File: src/ble_frag_pkg.sv
// Shared types and constants for the link fragment reassembler.
// No dependencies; imported by every module under src.
package ble_frag_pkg;

    // Payload buffer size in bytes; the accepted length never exceeds it.
    localparam int unsigned BUFFER_BYTES = 1024;

    localparam int unsigned LEN_W   = 16;
    localparam int unsigned CNT_W   = 11;
    localparam int unsigned IDX_W   = 10;
    localparam int unsigned ADDR_W  = 3;
    localparam int unsigned DATA_W  = 32;

    localparam logic [7:0]       INIT_COMMAND_RESET = 8'h83;
    localparam logic [CNT_W-1:0] MAX_LENGTH_RESET   = CNT_W'(1024);
    localparam logic [LEN_W-1:0] BUFFER_LIMIT       = LEN_W'(BUFFER_BYTES);

    // Register indexes of the configuration port
    localparam logic REG_INIT_COMMAND = 1'b0;
    localparam logic REG_MAX_LENGTH   = 1'b1;

    typedef enum logic [2:0] {
        ERR_NONE      = 3'd0,
        ERR_BAD_SEQ   = 3'd1,
        ERR_STRAY     = 3'd2,
        ERR_OVERFLOW  = 3'd3,
        ERR_SHORT_HDR = 3'd4
    } err_code_t;

    typedef enum logic [1:0] {
        HDR_IDLE   = 2'd0,
        HDR_LEN_HI = 2'd1,
        HDR_LEN_LO = 2'd2
    } hdr_pos_t;

    typedef struct packed {
        logic [7:0]       init_command;
        logic [CNT_W-1:0] max_message_length;
    } cfg_t;

    typedef struct packed {
        logic [7:0] data_byte;
        logic       frag_start;
        logic       frag_end;
    } frag_item_t;

    typedef struct packed {
        logic             data_valid;
        logic [7:0]       payload_byte;
        logic [IDX_W-1:0] byte_index;
        logic             message_done;
        logic [LEN_W-1:0] message_length;
        err_code_t        error_code;
    } frag_result_t;

endpackage

File: src/ble_frag_cfg.sv
// APB-style configuration registers: init command byte and length limit.
// Depends on ble_frag_pkg.
module ble_frag_cfg
    import ble_frag_pkg::*;
(
    input  logic              clk,
    input  logic              rst_n,
    input  logic              psel,
    input  logic              penable,
    input  logic              pwrite,
    input  logic [ADDR_W-1:0] paddr,
    input  logic [DATA_W-1:0] pwdata,
    output logic [DATA_W-1:0] prdata,
    output logic              pready,
    output cfg_t              cfg
);

    logic [7:0]       init_command_reg;
    logic [CNT_W-1:0] max_length_reg;
    logic             wr_en;
    logic             reg_sel;

    assign pready  = 1'b1;
    assign reg_sel = paddr[2];
    assign wr_en   = psel && penable && pwrite;

    always_ff @(posedge clk or negedge rst_n)
    begin
        if (!rst_n)
        begin
            init_command_reg <= INIT_COMMAND_RESET;
            max_length_reg   <= MAX_LENGTH_RESET;
        end
        else if (wr_en)
        begin
            case (reg_sel)
                REG_INIT_COMMAND: init_command_reg <= pwdata[7:0];
                REG_MAX_LENGTH:   max_length_reg   <= pwdata[CNT_W-1:0];
                default:          ;
            endcase
        end
    end

    always_comb
    begin
        case (reg_sel)
            REG_INIT_COMMAND: prdata = {(DATA_W-8)'(0), init_command_reg};
            REG_MAX_LENGTH:   prdata = {(DATA_W-CNT_W)'(0), max_length_reg};
            default:          prdata = '0;
        endcase
    end

    assign cfg.init_command       = init_command_reg;
    assign cfg.max_message_length = max_length_reg;

endmodule

File: src/ble_frag_in_stage.sv
// Input register stage: captures one fragment byte per cycle unless the held item is stalled.
// Depends on ble_frag_pkg.
module ble_frag_in_stage
    import ble_frag_pkg::*;
(
    input  logic       clk,
    input  logic       rst_n,
    input  logic       in_valid,
    output logic       in_ready,
    input  frag_item_t in_item,
    output logic       stage_valid,
    input  logic       stage_take,
    output frag_item_t stage_item
);

    logic       valid_reg;
    frag_item_t item_reg;

    // Refill whenever the stage is empty or the held item moves on in the same cycle
    assign in_ready    = !valid_reg || stage_take;
    assign stage_valid = valid_reg;
    assign stage_item  = item_reg;

    always_ff @(posedge clk or negedge rst_n)
    begin
        if (!rst_n)
        begin
            valid_reg <= 1'b0;
        end
        else if (in_ready)
        begin
            valid_reg <= in_valid;
        end
    end

    always_ff @(posedge clk)
    begin
        if (in_ready && in_valid)
        begin
            item_reg <= in_item;
        end
    end

endmodule

File: src/ble_frag_engine.sv
// Depends on ble_frag_pkg. Reassembly state and result register: header parse,
// sequence check, payload counting, completion; one byte per cycle unless stalled.
module ble_frag_engine
    import ble_frag_pkg::*;
(
    input  logic         clk,
    input  logic         rst_n,
    input  cfg_t         cfg,
    input  logic         item_valid,
    output logic         item_take,
    input  frag_item_t   item,
    output logic         out_valid,
    input  logic         out_ready,
    output frag_result_t result
);

    logic             in_msg_reg,   in_msg_next;
    logic [LEN_W-1:0] decl_len_reg, decl_len_next;
    logic [CNT_W-1:0] rcnt_reg,     rcnt_next;
    logic [7:0]       seq_reg,      seq_next;
    hdr_pos_t         hpos_reg,     hpos_next;
    logic [7:0]       len_hi_reg,   len_hi_next;
    logic             ignore_reg,   ignore_next;
    logic             out_valid_reg;
    frag_result_t     result_reg,   result_next;

    logic             opens;
    logic [LEN_W-1:0] limit;
    logic [LEN_W-1:0] max_len_ext;
    logic [LEN_W-1:0] new_len;

    assign item_take = item_valid && (!out_valid_reg || out_ready);
    assign out_valid = out_valid_reg;
    assign result    = result_reg;

    assign max_len_ext = {(LEN_W-CNT_W)'(0), cfg.max_message_length};
    assign limit       = (max_len_ext < BUFFER_LIMIT) ? max_len_ext : BUFFER_LIMIT;
    assign new_len     = {len_hi_reg, item.data_byte};

    always_comb
    begin
        in_msg_next   = in_msg_reg;
        decl_len_next = decl_len_reg;
        rcnt_next     = rcnt_reg;
        seq_next      = seq_reg;
        hpos_next     = hpos_reg;
        len_hi_next   = len_hi_reg;
        ignore_next   = ignore_reg;
        opens         = 1'b0;
        result_next   = '0;
        result_next.error_code = ERR_NONE;

        if (item.frag_start)
        begin
            ignore_next = 1'b0;
            hpos_next   = HDR_IDLE;
            if (in_msg_reg)
            begin
                if (item.data_byte == seq_reg)
                begin
                    seq_next = seq_reg + 8'd1;
                end
                else
                begin
                    // Lost fragment: drop the message, maybe restart here
                    in_msg_next            = 1'b0;
                    result_next.error_code = ERR_BAD_SEQ;
                    opens                  = (item.data_byte == cfg.init_command);
                    ignore_next            = !opens;
                end
            end
            else
            begin
                opens = (item.data_byte == cfg.init_command);
                if (!opens)
                begin
                    result_next.error_code = ERR_STRAY;
                    ignore_next            = 1'b1;
                end
            end
            if (opens)
            begin
                hpos_next = HDR_LEN_HI;
            end
        end
        else if (ignore_reg)
        begin
            // skip rest of an ignored fragment
        end
        else if (hpos_reg == HDR_LEN_HI)
        begin
            len_hi_next = item.data_byte;
            hpos_next   = HDR_LEN_LO;
        end
        else if (hpos_reg == HDR_LEN_LO)
        begin
            hpos_next     = HDR_IDLE;
            decl_len_next = new_len;
            rcnt_next     = '0;
            seq_next      = '0;
            if (new_len > limit)
            begin
                result_next.error_code = ERR_OVERFLOW;
                in_msg_next            = 1'b0;
                ignore_next            = 1'b1;
            end
            else
            begin
                in_msg_next = 1'b1;
            end
        end
        else if (in_msg_reg)
        begin
            if ({(LEN_W-CNT_W)'(0), rcnt_reg} < decl_len_reg)
            begin
                result_next.data_valid   = 1'b1;
                result_next.payload_byte = item.data_byte;
                result_next.byte_index   = rcnt_reg[IDX_W-1:0];
                rcnt_next                = rcnt_reg + CNT_W'(1);
            end
        end

        if (item.frag_end)
        begin
            if (hpos_next != HDR_IDLE)
            begin
                if (result_next.error_code == ERR_NONE)
                begin
                    result_next.error_code = ERR_SHORT_HDR;
                end
                hpos_next = HDR_IDLE;
            end
            else if (in_msg_next && ({(LEN_W-CNT_W)'(0), rcnt_next} >= decl_len_next))
            begin
                result_next.message_done = 1'b1;
                in_msg_next              = 1'b0;
            end
            ignore_next = 1'b0;
        end

        result_next.message_length = decl_len_next;
    end

    always_ff @(posedge clk or negedge rst_n)
    begin
        if (!rst_n)
        begin
            in_msg_reg    <= 1'b0;
            decl_len_reg  <= '0;
            rcnt_reg      <= '0;
            seq_reg       <= '0;
            hpos_reg      <= HDR_IDLE;
            len_hi_reg    <= '0;
            ignore_reg    <= 1'b0;
            out_valid_reg <= 1'b0;
        end
        else
        begin
            if (item_take)
            begin
                in_msg_reg   <= in_msg_next;
                decl_len_reg <= decl_len_next;
                rcnt_reg     <= rcnt_next;
                seq_reg      <= seq_next;
                hpos_reg     <= hpos_next;
                len_hi_reg   <= len_hi_next;
                ignore_reg   <= ignore_next;
            end
            if (!out_valid_reg || out_ready)
            begin
                out_valid_reg <= item_valid;
            end
        end
    end

    always_ff @(posedge clk)
    begin
        if (item_take)
        begin
            result_reg <= result_next;
        end
    end

endmodule

File: src/ble_fragment_reassembler.sv
// Reassembles framed messages from received link fragments, one byte per item.
// An item passes an input register and then the reassembly logic into a result
// register, so one item is taken every cycle while the output side does not
// stall; each result is held at the outputs until the output side takes it.
// Every item gives exactly one result. Configuration (init command at byte 0,
// length limit at byte 4) is to be written through the APB port by the user
// while the block is idle; the block itself does not enforce this.
module ble_fragment_reassembler
    import ble_frag_pkg::*;
(
    input  logic              clk,
    input  logic              rst_n,
    input  logic              psel,
    input  logic              penable,
    input  logic              pwrite,
    input  logic [ADDR_W-1:0] paddr,
    input  logic [DATA_W-1:0] pwdata,
    output logic [DATA_W-1:0] prdata,
    output logic              pready,
    input  logic              in_valid,
    output logic              in_ready,
    input  logic [7:0]        data_byte,
    input  logic              frag_start,
    input  logic              frag_end,
    output logic              out_valid,
    input  logic              out_ready,
    output logic              data_valid,
    output logic [7:0]        payload_byte,
    output logic [IDX_W-1:0]  byte_index,
    output logic              message_done,
    output logic [LEN_W-1:0]  message_length,
    output logic [2:0]        error_code
);

    cfg_t         cfg;
    frag_item_t   in_item;
    frag_item_t   stage_item;
    logic         stage_valid;
    logic         stage_take;
    frag_result_t result;

    assign in_item.data_byte  = data_byte;
    assign in_item.frag_start = frag_start;
    assign in_item.frag_end   = frag_end;

    ble_frag_cfg u_cfg (
        .clk     (clk),
        .rst_n   (rst_n),
        .psel    (psel),
        .penable (penable),
        .pwrite  (pwrite),
        .paddr   (paddr),
        .pwdata  (pwdata),
        .prdata  (prdata),
        .pready  (pready),
        .cfg     (cfg)
    );

    ble_frag_in_stage u_in_stage (
        .clk         (clk),
        .rst_n       (rst_n),
        .in_valid    (in_valid),
        .in_ready    (in_ready),
        .in_item     (in_item),
        .stage_valid (stage_valid),
        .stage_take  (stage_take),
        .stage_item  (stage_item)
    );

    ble_frag_engine u_engine (
        .clk        (clk),
        .rst_n      (rst_n),
        .cfg        (cfg),
        .item_valid (stage_valid),
        .item_take  (stage_take),
        .item       (stage_item),
        .out_valid  (out_valid),
        .out_ready  (out_ready),
        .result     (result)
    );

    assign data_valid     = result.data_valid;
    assign payload_byte   = result.payload_byte;
    assign byte_index     = result.byte_index;
    assign message_done   = result.message_done;
    assign message_length = result.message_length;
    assign error_code     = result.error_code;

    // A completed message never carries an error
    assert property (@(posedge clk) disable iff (!rst_n)
        (out_valid && message_done) |-> (error_code == ERR_NONE))
        else $error("message_done with error code set");

    // Payload bytes are only produced error-free
    assert property (@(posedge clk) disable iff (!rst_n)
        (out_valid && data_valid) |-> (error_code == ERR_NONE))
        else $error("payload byte with error code set");

    // A payload byte always lies inside the declared length
    assert property (@(posedge clk) disable iff (!rst_n)
        (out_valid && data_valid) |->
            ({(LEN_W-IDX_W)'(0), byte_index} < message_length))
        else $error("byte_index beyond declared length");

    // A stalled result is held by the engine
    assert property (@(posedge clk) disable iff (!rst_n)
        (out_valid && !out_ready) |=> (out_valid && $stable(result)))
        else $error("result changed while stalled");

endmodule
File: config.mk
export PLATFORM = sky130hd
export DESIGN_NAME = ble_fragment_reassembler
export DESIGN_NICKNAME = d
export VERILOG_FILES = /design/src/ble_frag_pkg.sv /design/src/ble_frag_cfg.sv /design/src/ble_frag_in_stage.sv /design/src/ble_frag_engine.sv /design/src/ble_fragment_reassembler.sv
export SDC_FILE = /design/constraint.sdc
export NUM_CORES = 1
export LEC_CHECK = 0
export BUFFER_PORTS_ARGS = -buffer_cell sky130_fd_sc_hd__buf_2
export CAP_MARGIN = 0
export CELL_PAD_IN_SITES_DETAIL_PLACEMENT = 2
export CELL_PAD_IN_SITES_GLOBAL_PLACEMENT = 2
export CORE_MARGIN = 3
export CORE_UTILIZATION = 32
export CTS_CLUSTER_DIAMETER = 200
export CTS_CLUSTER_SIZE = 20
export DETAILED_ROUTE_END_ITERATION = 7
export PLACE_DENSITY_LB_ADDON = 0.12
export SLEW_MARGIN = 20
export SYNTH_ARGS = -nofsm -noshare
export SYNTH_HDL_FRONTEND = slang
export SYNTH_SLANG_ARGS = --single-unit
File: constraint.sdc
create_clock -name clk -period 3.3 [get_ports clk]
set_clock_uncertainty 0.1 [all_clocks]
set_input_delay 0.165 -clock clk [delete_from_list [all_inputs] [get_ports clk]]
set_output_delay 0.165 -clock clk [all_outputs]
set_load 0.005 [all_outputs]
* Word level (Yosys, flattened, before mapping)
Cells that the tools add are included.
** Storage, ports and cells
- Register bits :: 117
- Output and inout port bits :: 74
** Cells by class
- Add/subtract/negate cells :: 2
- $lt $le $gt $ge :: 4
- Equality and inequality tests :: 8
- Multiplexer cells :: 60
- Bitwise logic cells :: 6
- Reduce and logical (&&, ||, !) cells :: 20
** Operator list (number)
- $mux 11 :: 7
- $mux 16 :: 4
- $pmux 32 s2 :: 1
- $mux 8 :: 6
- $mux 1 :: 25
- $mux 3 :: 8
- $mux 19 :: 1
- $eq 8x8->1 :: 2
- $ge 11x16->1 :: 1
- $gt 16x16->1 :: 1
- $lt 11x16->1 :: 1
- $mux 2 :: 8
- $add 11x1->11 const B :: 1
- $lt 11x11->1 const B :: 1
- $add 8x1->8 const B :: 1
- $not 1->1 :: 6
- $reduce_and 6->1 :: 1
- $reduce_or 6->1 :: 1
- $logic_and 1x1->1 :: 5
- $reduce_or 5->1 :: 1
- $ne 2x1->1 const B :: 2
- $ne 2x2->1 const B :: 2
- $reduce_and 2->1 :: 2
- $reduce_and 4->1 :: 1
- 7 further kinds :: 11

* Depth between registers and ports, before layout
Gate-level depths: netlist (run 1).
- Depth in word-level cells :: 12
- Mapped depth :: 18

* By module
From an unflattened synthesis (run 1), not the netlist that was laid out.
** Unflattened totals
- Cell total of the unflattened synthesis :: 604
- Area, all modules :: 6436.2 µm²
** Modules (own cells, without submodules)
- ble_frag_engine :: instances 1, cells an instance 513, area each 5016.1 µm², sequential area each 2372.3 µm²
- ble_frag_cfg :: instances 1, cells an instance 77, area each 1066.0 µm², sequential area each 480.5 µm²
- ble_frag_in_stage :: instances 1, cells an instance 14, area each 354.1 µm², sequential area each 325.3 µm²

* Worst setup path before layout (run 1)
No wires, ideal clock.
- Path type :: reg2reg
- Start :: register u_engine.rcnt_reg[7]
- End :: register u_engine.in_msg_reg
- Data arrival time :: 3.450 ns
- Required time :: 3.108 ns
- Slack :: -0.342 ns
- Stages on the path, launching flop included :: 18
- Buffers on the path :: 1
- Clock period less this slack :: 3.642 ns
- Path through :: dfrtp_1 > ha_1 > a21oi_1 > o22ai_1 > o31ai_1 > o211a_1 > buf_6 > and4_4 > xnor2_1 > nor2_1 > ha_1 > a21o_1 > a2111oi_0 > o21ai_0 > a221oi_1 > a311o_1 > o211ai_1 > a21oi_1
** Between the ends
- Cells in the longest elaborated chain, start to end :: 12
** Ends and longest elaborated chain
- from (decl) :: RTL line ble_frag_engine.sv:19 : logic [CNT_W-1:0] rcnt_reg, rcnt_next;
- from (signal assigned) :: RTL line ble_frag_engine.sv:163 : rcnt_reg <= rcnt_next;
- $lt 11x16->1 :: RTL line ble_frag_engine.sv:114 : if ({(LEN_W-CNT_W)'(0), rcnt_reg} < decl_len_reg)
- $mux 11 :: RTL line ble_frag_engine.sv:114
- $mux 11 :: RTL line ble_frag_engine.sv:112 : else if (in_msg_reg)
- $mux 11 :: RTL line ble_frag_engine.sv:95 : else if (hpos_reg == HDR_LEN_LO)
- $mux 11 :: RTL line ble_frag_engine.sv:90 : else if (hpos_reg == HDR_LEN_HI)
- $mux 11 :: RTL line ble_frag_engine.sv:86 : else if (ignore_reg)
- $mux 11 :: RTL line ble_frag_engine.sv:53 : if (item.frag_start)
- net u_engine.rcnt_next[5] :: RTL line ble_frag_engine.sv:19
- $ge 11x16->1 :: RTL line ble_frag_engine.sv:133 : else if (in_msg_next && ({(LEN_W-CNT_W)'(0), rcnt_next} >= decl_len_next))
- $logic_and 1x1->1 :: RTL line ble_frag_engine.sv:133
- $mux 1 :: RTL line ble_frag_engine.sv:133
- $mux 1 :: RTL line ble_frag_engine.sv:125 : if (hpos_next != HDR_IDLE)
- $mux 1 :: RTL line ble_frag_engine.sv:123 : if (item.frag_end)
- to (signal assigned) :: RTL line ble_frag_engine.sv:161 : in_msg_reg <= in_msg_next;
- to (decl) :: RTL line ble_frag_engine.sv:17 : logic in_msg_reg, in_msg_next;
The timed path passes the listed nets, and every way through them passes these cells.
A chain may end at the register's enable or synchronous reset.

* Final worst setup path (run 1)
- Start :: register u_engine.decl_len_reg[9]
- End :: register u_engine.result_reg, in the netlist u_engine.result[19] (data pin)
** Between the ends
- Cells in the longest elaborated chain, start to end :: 10
** Ends and longest elaborated chain
- from (decl) :: RTL line ble_frag_engine.sv:18 : logic [LEN_W-1:0] decl_len_reg, decl_len_next;
- from (signal assigned) :: RTL line ble_frag_engine.sv:162 : decl_len_reg <= decl_len_next;
- $lt 11x16->1 :: RTL line ble_frag_engine.sv:114
- $mux 11 :: RTL line ble_frag_engine.sv:114
- $mux 11 :: RTL line ble_frag_engine.sv:112
- $mux 11 :: RTL line ble_frag_engine.sv:95
- $mux 11 :: RTL line ble_frag_engine.sv:90
- $mux 11 :: RTL line ble_frag_engine.sv:86
- $mux 11 :: RTL line ble_frag_engine.sv:53
- net u_engine.rcnt_next[1] :: RTL line ble_frag_engine.sv:19
- $ge 11x16->1 :: RTL line ble_frag_engine.sv:133
- $logic_and 1x1->1 :: RTL line ble_frag_engine.sv:133
- $mux 1 :: RTL line ble_frag_engine.sv:133
- to (signal assigned) :: RTL line ble_frag_engine.sv:180 : result_reg <= result_next;
- to (decl) :: RTL line ble_frag_engine.sv:25 : frag_result_t result_reg, result_next;
The timed path passes the listed nets, and every way through them passes these cells.

==> flow_metrics.py, run 1 <==
metrics = {
    "timing": {
        "fin_tns_setup_ns": -0.896,
        "worstMarginPinSlew_ns": 0.662,
        "setup_slack_ns": -0.473,
        "max-slew-margin-rel_pct": 55.7,
        "setup_violations": 2,
        "rsz0062_at_grt": "yes",
        "hold_viol": 0,
        "fmax_mhz": 265,
        "min_period_ns": 3.77,
        "maxSlewViolCount": 0,
        "fin_crit_sh_pct": 114,
    },
    "pwr": {
        "combPwrFrac_pct": 28.2,
        "powerDensity_nw_per_um2": 592,
        "irDropWorstVdd_mv": 0.374,
        "p_sw_w": 0.00161,
        "pwr-share-seq_pct": 37.8,
        "leakagePower_nw": 3.90,
        "p_int_w": 0.00347,
        "pwr-share-clk_pct": 34.1,
        "swShare_pct": 31.8,
    },
    "routing": {
        "highest_layer": "met4",
        "wl_met3_um": 580,
        "wl_per_cell_um": 20.1,
        "drtIter0Drc": 207,
        "vias": 5325,
        "route.met2.wl_um": 11400,
        "wirelength_um": 21800,
        "viasPerCell": 4.92,
        "dr.pass1.iters": 4,
        "antenna_left": 0,
        "drc_errors": 0,
        "met1Wirelength_um": 9520,
    },
    "synth": {
        "synthArstFlopShare_pct": 58.1,
        "yosysSeqAreaShare_pct": 49.9,
        "yosys.area.top_type": "dfrtp_1",
        "synth_flop_cell": "dfrtp_1",
        "synth_area_leaders": "dfrtp_1 (25%), edfxtp_1 (23%), ha_1 (7.3%), mux2_2 (6.0%), nand2_1 (5.3%)",
        "synth_cell_type_count": 61,
        "synthesis.instances": 615,
        "yosys-top-cells-count": "nand2_1 (90), dfrtp_1 (64), edfxtp_1 (49), nor2_1 (41), ha_1 (37)",
        "syn_area_per_cell_um2": 10.4,
        "synth-edff-count": 49,
        "netlist.area_leader.share_pct": 25.2,
        "synth_area_um2": 6370,
        "yosys_warnings": 0,
        "yosysMostFrequentCell": "nand2_1",
        "ys_ff_latch": 117,
    },
    "status": {
        "outcome": "finished, violations left",
        "violations": "setup timing",
    },
    "placement": {
        "post-place-ws_ns": -0.592,
        "io_buffers": 80,
        "gp_congestion": 0.817,
        "dp_cells": 1014,
        "place_hpwl_um": 15500,
    },
    "setup_path": {
        "critPathArrivalTime_ns": 3.84,
        "critical_path.startpoint_type": "flip-flop",
        "critical_path_required_ns": 3.37,
        "crit_type": "flip-flop to flip-flop",
        "critPathMaxFanout": 8,
        "cp-end-kind": "flip-flop",
    },
    "global_route": {
        "grt_pass1_vias": 6089,
        "grt_pass1_wl_um": 34300,
        "grt_max_degree": 38,
        "overflow": 0,
        "antenna_found_initial": 0,
        "grt_util_all_layers_pct": 20.4,
    },
    "clocking": {
        "clock-sinks": 117,
        "cts_buffer_depth": 2,
        "clkTransAtPathRegs_ns": 0.06,
        "h-tree-depth": 4,
        "clkLatencyLatePin_ns": 0.42,
        "cts_buffers": 17,
        "cts_tree": "yes",
        "cts_root_buf": "clkbuf_16",
    },
    "layout": {
        "diodes": 0,
        "drive_gt1_share_pct": 33.3,
        "finalNonFillerCells": 1083,
        "fill_cells": 2081,
        "synthToLayoutAreaGrowth_pct": 34.8,
        "fin_nets": 899,
        "largest_reg_flops": 39,
    },
    "flow_run": {
        "max_cap_viol_count": 0,
    },
    "floorplanning": {
        "io_pins": 126,
        "start_util_pct": 33.3,
        "die-area_um2": 21600,
        "dieHeight_um": 147,
        "coreArea_um2": 19100,
        "fp.dieW_um": 147,
        "rows": 50,
    },
    "min_path": {
        "hp-class": "input port to asynchronous set/reset pin",
    },
}
## final timing paths
path	from	end	slack, ns	depth (start not counted)
setup / recovery	u_engine.decl_len_reg[9]	u_engine.result[19]	-0.47	19
min in group clk	data_byte[7]	u_in_stage.stage_item[9]	0.35	2
hold reg to reg	u_engine.decl_len_reg[6]	u_engine.decl_len_reg[6]	0.39	2
setup reg to reg	u_engine.decl_len_reg[9]	u_engine.result[19]	-0.47	19
hold / removal	rst_n	u_engine.rcnt_reg[8]	0.08	2
max in group asynchronous	rst_n	u_cfg.init_command_reg[7]	2.19	3
## power by group through the flow
stage               registers (W)  clock network [W]  logic, W
floorplan                 0.00190                  0  0.000677
global placement          0.00193                  0   0.00120
detailed placement        0.00195                  0   0.00126
CTS                       0.00192            0.00176   0.00134
global route              0.00195            0.00183   0.00159
finish                    0.00192            0.00173   0.00143
## cells by family (layout without fill, tap and decap cells)
| group | count (synthesis) | in the layout | share of synthesized area, % |
|---|---|---|---|
| fa+ha+maj | 37 | 37 | 7.27 |
| buf+inv | 77 | 265 | 6.11 |
| flops | 117 | 117 | 49.9 |
| mux | 38 | 38 | 6.64 |
| other cells | 2 | 22 | 0.118 |
| simple gates | 220 | 220 | 17.0 |
| compound gates | 94 | 94 | 8.81 |
| xor+xnor | 30 | 30 | 4.13 |
## worst max-delay path: stages (launching register included)
cell and delay [ns]:
dfrtp_1 0.40, inv_2 0.09, ha_4 0.22, a21oi_4 0.12, o22ai_2 0.09, o31ai_1 0.30, o211a_1 0.25, buf_6 0.16
buf_8 0.13, nor2b_1 0.06, a31oi_1 0.18, o21ai_1 0.11, ha_2 0.18, a211o_1 0.32, a31oi_4 0.15, o21ai_2 0.07
a221oi_2 0.23, a311o_1 0.19, buf_4 0.12, nor3_1 0.03
## final cells by class
cell class,count,area (µm²),area share (%)
timing repair buffer,199,1370,15.9
clock buffer,21,472,5.49
sequential,117,3180,37.0
clock inverter,11,73.8,0.860
multi-input combinational,441,3040,35.4
tap,260,325,3.79
inverter,34,128,1.49
## layout by cell type, fill, tap and decap left out, types with 9 or more instances in the layout
master and instances:
o21ai_0 29, xor2_1 13, and2_1 21, dfrtp_1 64, nand4_1 9, conb_1 22
nor2_1 41, ha_1 32, a21oi_1 23, xnor2_1 17, nand2_1 89, inv_1 28
edfxtp_1 49, buf_4 92, mux2_2 34, dlygate4sd3_1 25, clkbuf_16 18, nand3_1 12
buf_2 80
## what timing repair did
item / 4_1_cts / 5_1_grt
setup endpoints to repair: 2 / 4
setup buffers: 5 / 7
hold endpoints to repair: 62 / 0
gates resized for setup: 8 / 26
hold buffers: 25 / 0
pin swaps: 12 / 12
## per-layer routing
layer | track usage [%] | vias up
met3 | 3.18 | 23
met2 | 37.3 | 98
met5 | 0 | -
li1 | - | 2494
met1 | 24.8 | 2710
met4 | 5.50 | 0
## per-stage QoR
stage	instance area [µm²]	util (%)	power [W]	hold WS, ns
3_5_place_dp	7530	39.3	0.00321	-0.0185
6_report	8580	44.8	0.00508	0.0761
3_3_place_gp	7530	39.3	0.00313	-0.0182
5_1_grt	8580	44.8	0.00537	0.0831
4_1_cts	8390	43.8	0.00502	0.0644
2_1_floorplan	6440	-	0.00258	-0.231
Note: power is estimated with default switching activity, not from simulation.
==> run 2, diff against run 1 <==
--- a/config.mk
+++ b/config.mk
@@ -9,12 +9,12 @@
 export CAP_MARGIN = 0
 export CELL_PAD_IN_SITES_DETAIL_PLACEMENT = 2
 export CELL_PAD_IN_SITES_GLOBAL_PLACEMENT = 2
-export CORE_MARGIN = 3
 export CORE_UTILIZATION = 32
 export CTS_CLUSTER_DIAMETER = 200
 export CTS_CLUSTER_SIZE = 20
 export DETAILED_ROUTE_END_ITERATION = 7
 export PLACE_DENSITY_LB_ADDON = 0.12
+export SETUP_SLACK_MARGIN = 0.4
 export SLEW_MARGIN = 20
 export SYNTH_ARGS = -nofsm -noshare
 export SYNTH_HDL_FRONTEND = slang
==> flow_metrics.py, run 2 (synthesis results as in run 1) <==
metrics = {
    "layout": {
        "multi_input_area_um2": 2980,
        "diodes": 0,
        "layout_common_cells": "nand2_1 (89), buf_4 (86), buf_2 (80)",
        "final_common_cell": "nand2_1",
        "fill_cells": 2072,
        "largest_reg_flops": 39,
        "seq_area_um2": 3180,
        "fin_nets": 894,
        "synthToLayoutAreaGrowth_pct": 34.0,
        "drive_gt1_share_pct": 31.7,
    },
    "global_route": {
        "grt_pass1_vias": 5863,
        "grt_pass1_wl_um": 32400,
        "grt_max_degree": 59,
        "antenna_found_initial": 0,
        "grt_util_all_layers_pct": 21.5,
        "overflow": 0,
    },
    "timing": {
        "setup_violations": 2,
        "worstMarginPinSlew_ns": 0.814,
        "rsz0062_at_grt": "yes",
        "timing.hold.ws_ns": 0.103,
        "max-slew-margin-rel_pct": 45.7,
        "fmax_mhz": 265,
        "fin_tns_setup_ns": -0.881,
        "setup_slack_ns": -0.472,
        "min_period_ns": 3.77,
        "fin_crit_sh_pct": 114,
        "maxSlewViolCount": 0,
        "hold_viol": 0,
    },
    "status": {
        "outcome": "finished, violations left",
        "violations": "setup timing",
    },
    "routing": {
        "dr.pass1.iters": 4,
        "wirelength_um": 20300,
        "vias": 5222,
        "wl_per_cell_um": 18.8,
        "drc_errors": 0,
        "antenna_left": 0,
        "drtIter0Drc": 162,
        "viasPerCell": 4.82,
    },
    "pwr": {
        "leakagePower_nw": 3.88,
        "powerDensity_nw_per_um2": 594,
        "power.total_w": 0.00506,
        "irDropWorstVdd_mv": 0.406,
    },
    "clocking": {
        "clkLatencyLatePin_ns": 0.43,
        "cts_tree": "yes",
        "h-tree-depth": 4,
        "cts_buffers": 17,
        "clkTransAtPathRegs_ns": 0.06,
        "cts_buffer_depth": 2,
        "clock-sinks": 117,
        "cts_root_buf": "clkbuf_16",
    },
    "setup_path": {
        "path_cells": "or4_4 -> nor2_4 -> nand4_1 -> o211a_4 -> buf_6 -> nand2_4 -> mux2i_1 -> o21ai_1 -> ha_1 -> a211o_1 -> a31oi_1 -> o21ai_1 -> a221oi_2 -> a311o_1 -> o211ai_1 -> a21oi_1",
        "reg2reg_to": "u_engine.in_msg_reg",
        "r2r_start": "u_engine.decl_len_reg[12]",
        "slowest_stage": "or4_4",
        "critPathArrivalTime_ns": 4.01,
        "critical_path_required_ns": 3.53,
        "cp-end-kind": "flip-flop",
        "crit_type": "flip-flop to flip-flop",
        "critical_path.startpoint_type": "flip-flop",
        "slowest_delay_ns": 0.55,
        "critPathMaxFanout": 5,
        "worst_r2r_path_depth": 16,
        "reg2reg_slack_ns": -0.47,
        "cpMostUsedCell": "o21ai_1",
    },
    "floorplanning": {
        "rows": 51,
        "io_pins": 126,
        "dieHeight_um": 143,
        "start_util_pct": 32.7,
        "coreArea_um2": 19500,
        "die-area_um2": 20500,
        "fp.dieW_um": 143,
    },
    "placement": {
        "place_hpwl_um": 14700,
        "io_buffers": 80,
        "gp_congestion": 0.808,
    },
    "min_path": {
        "hp-class": "input port to asynchronous set/reset pin",
    },
    "flow_run": {
        "max_cap_viol_count": 0,
    },
}
[run 2: cell types whose count changed in the layout (fill, tap and decap cells not counted), sizes merged]
cell and change:
clkbuf +4, inv -2, buf -5, bufinv +1, clkinv -3
[run 2: layer usage]
layer,vias to the layer above,GRT usage [%],part of all wire [%]
met4,0,7.58,1.7
li1,2490,-,-
met3,19,3.25,2.1
met1,2634,25.6,44
met2,79,38.9,52
met5,-,0,0
[run 2: how the worst max path moves through the flow]
stage | startpoint | end | slack, ns | cells after the start
floorplan | u_engine.rcnt_reg[7] | u_engine.in_msg_reg | -0.23 | 17
global placement | u_engine.decl_len_reg[7] | u_engine.in_msg_reg | -0.46 | 17
detailed placement | u_engine.decl_len_reg[14] | u_engine.in_msg_reg | -0.65 | 16
CTS | u_engine.decl_len_reg[12] | u_engine.in_msg_reg | -0.50 | 16
global route | u_engine.decl_len_reg[12] | u_engine.in_msg_reg | -0.70 | 16
finish | u_engine.decl_len_reg[12] | u_engine.in_msg_reg | -0.47 | 16
[run 2: area by class of cell]
class                           instances  area share, %
Sequential cell                       117           37.3
Multi-Input combinational cell        441           35.0
Timing Repair Buffer                  194           15.6
Clock buffer                           25           5.96
Tap cell                              265           3.89
Inverter                               34           1.51
Clock inverter                          7          0.822
[run 2: report_power, final]
group	internal, W	total [W]	switching (W)
logic	0.000637	0.00132	0.000678
registers	0.00176	0.00193	0.000163
clock network	0.00114	0.00182	0.000680
[run 2: critical path, delay by kind of cell, from the launching register on]
| kind | cells | cell delay [ns] |
|---|---|---|
| AO/OA/AOI/OAI | 9 | 1.69 |
| adder cells (fa/ha/maj) | 1 | 0.32 |
| buffers and inverters | 1 | 0.13 |
| flip-flops | 1 | 0.38 |
| multiplexers | 1 | 0.20 |
| AND/OR/NAND/NOR | 4 | 0.85 |
[run 2: repair_timing]
action | 4_1_cts | 5_1_grt
cloned | 0 | 0
gates resized for setup | 20 | 3
hold buffers | 25 | 0
hold endpoints to repair | 41 | 0
endpoints found under the setup margin | 21 | 5
pin swaps | 14 | 11
buffers inserted | 8 | 2
[run 2: stage by stage]
| step | util (%) | instances | setup WS (ns) | cell area, µm² |
|---|---|---|---|---|
| finish | 43.8 | 1083 | -0.472 | 8530 |
| global placement | 38.6 | 1016 | -0.461 | 7510 |
| CTS | 43.7 | 1081 | -0.497 | 8500 |
| global route | 43.8 | 1083 | -0.703 | 8530 |
| detailed placement | 38.6 | 1016 | -0.648 | 7520 |
| floorplan | - | 635 | -0.227 | 6440 |
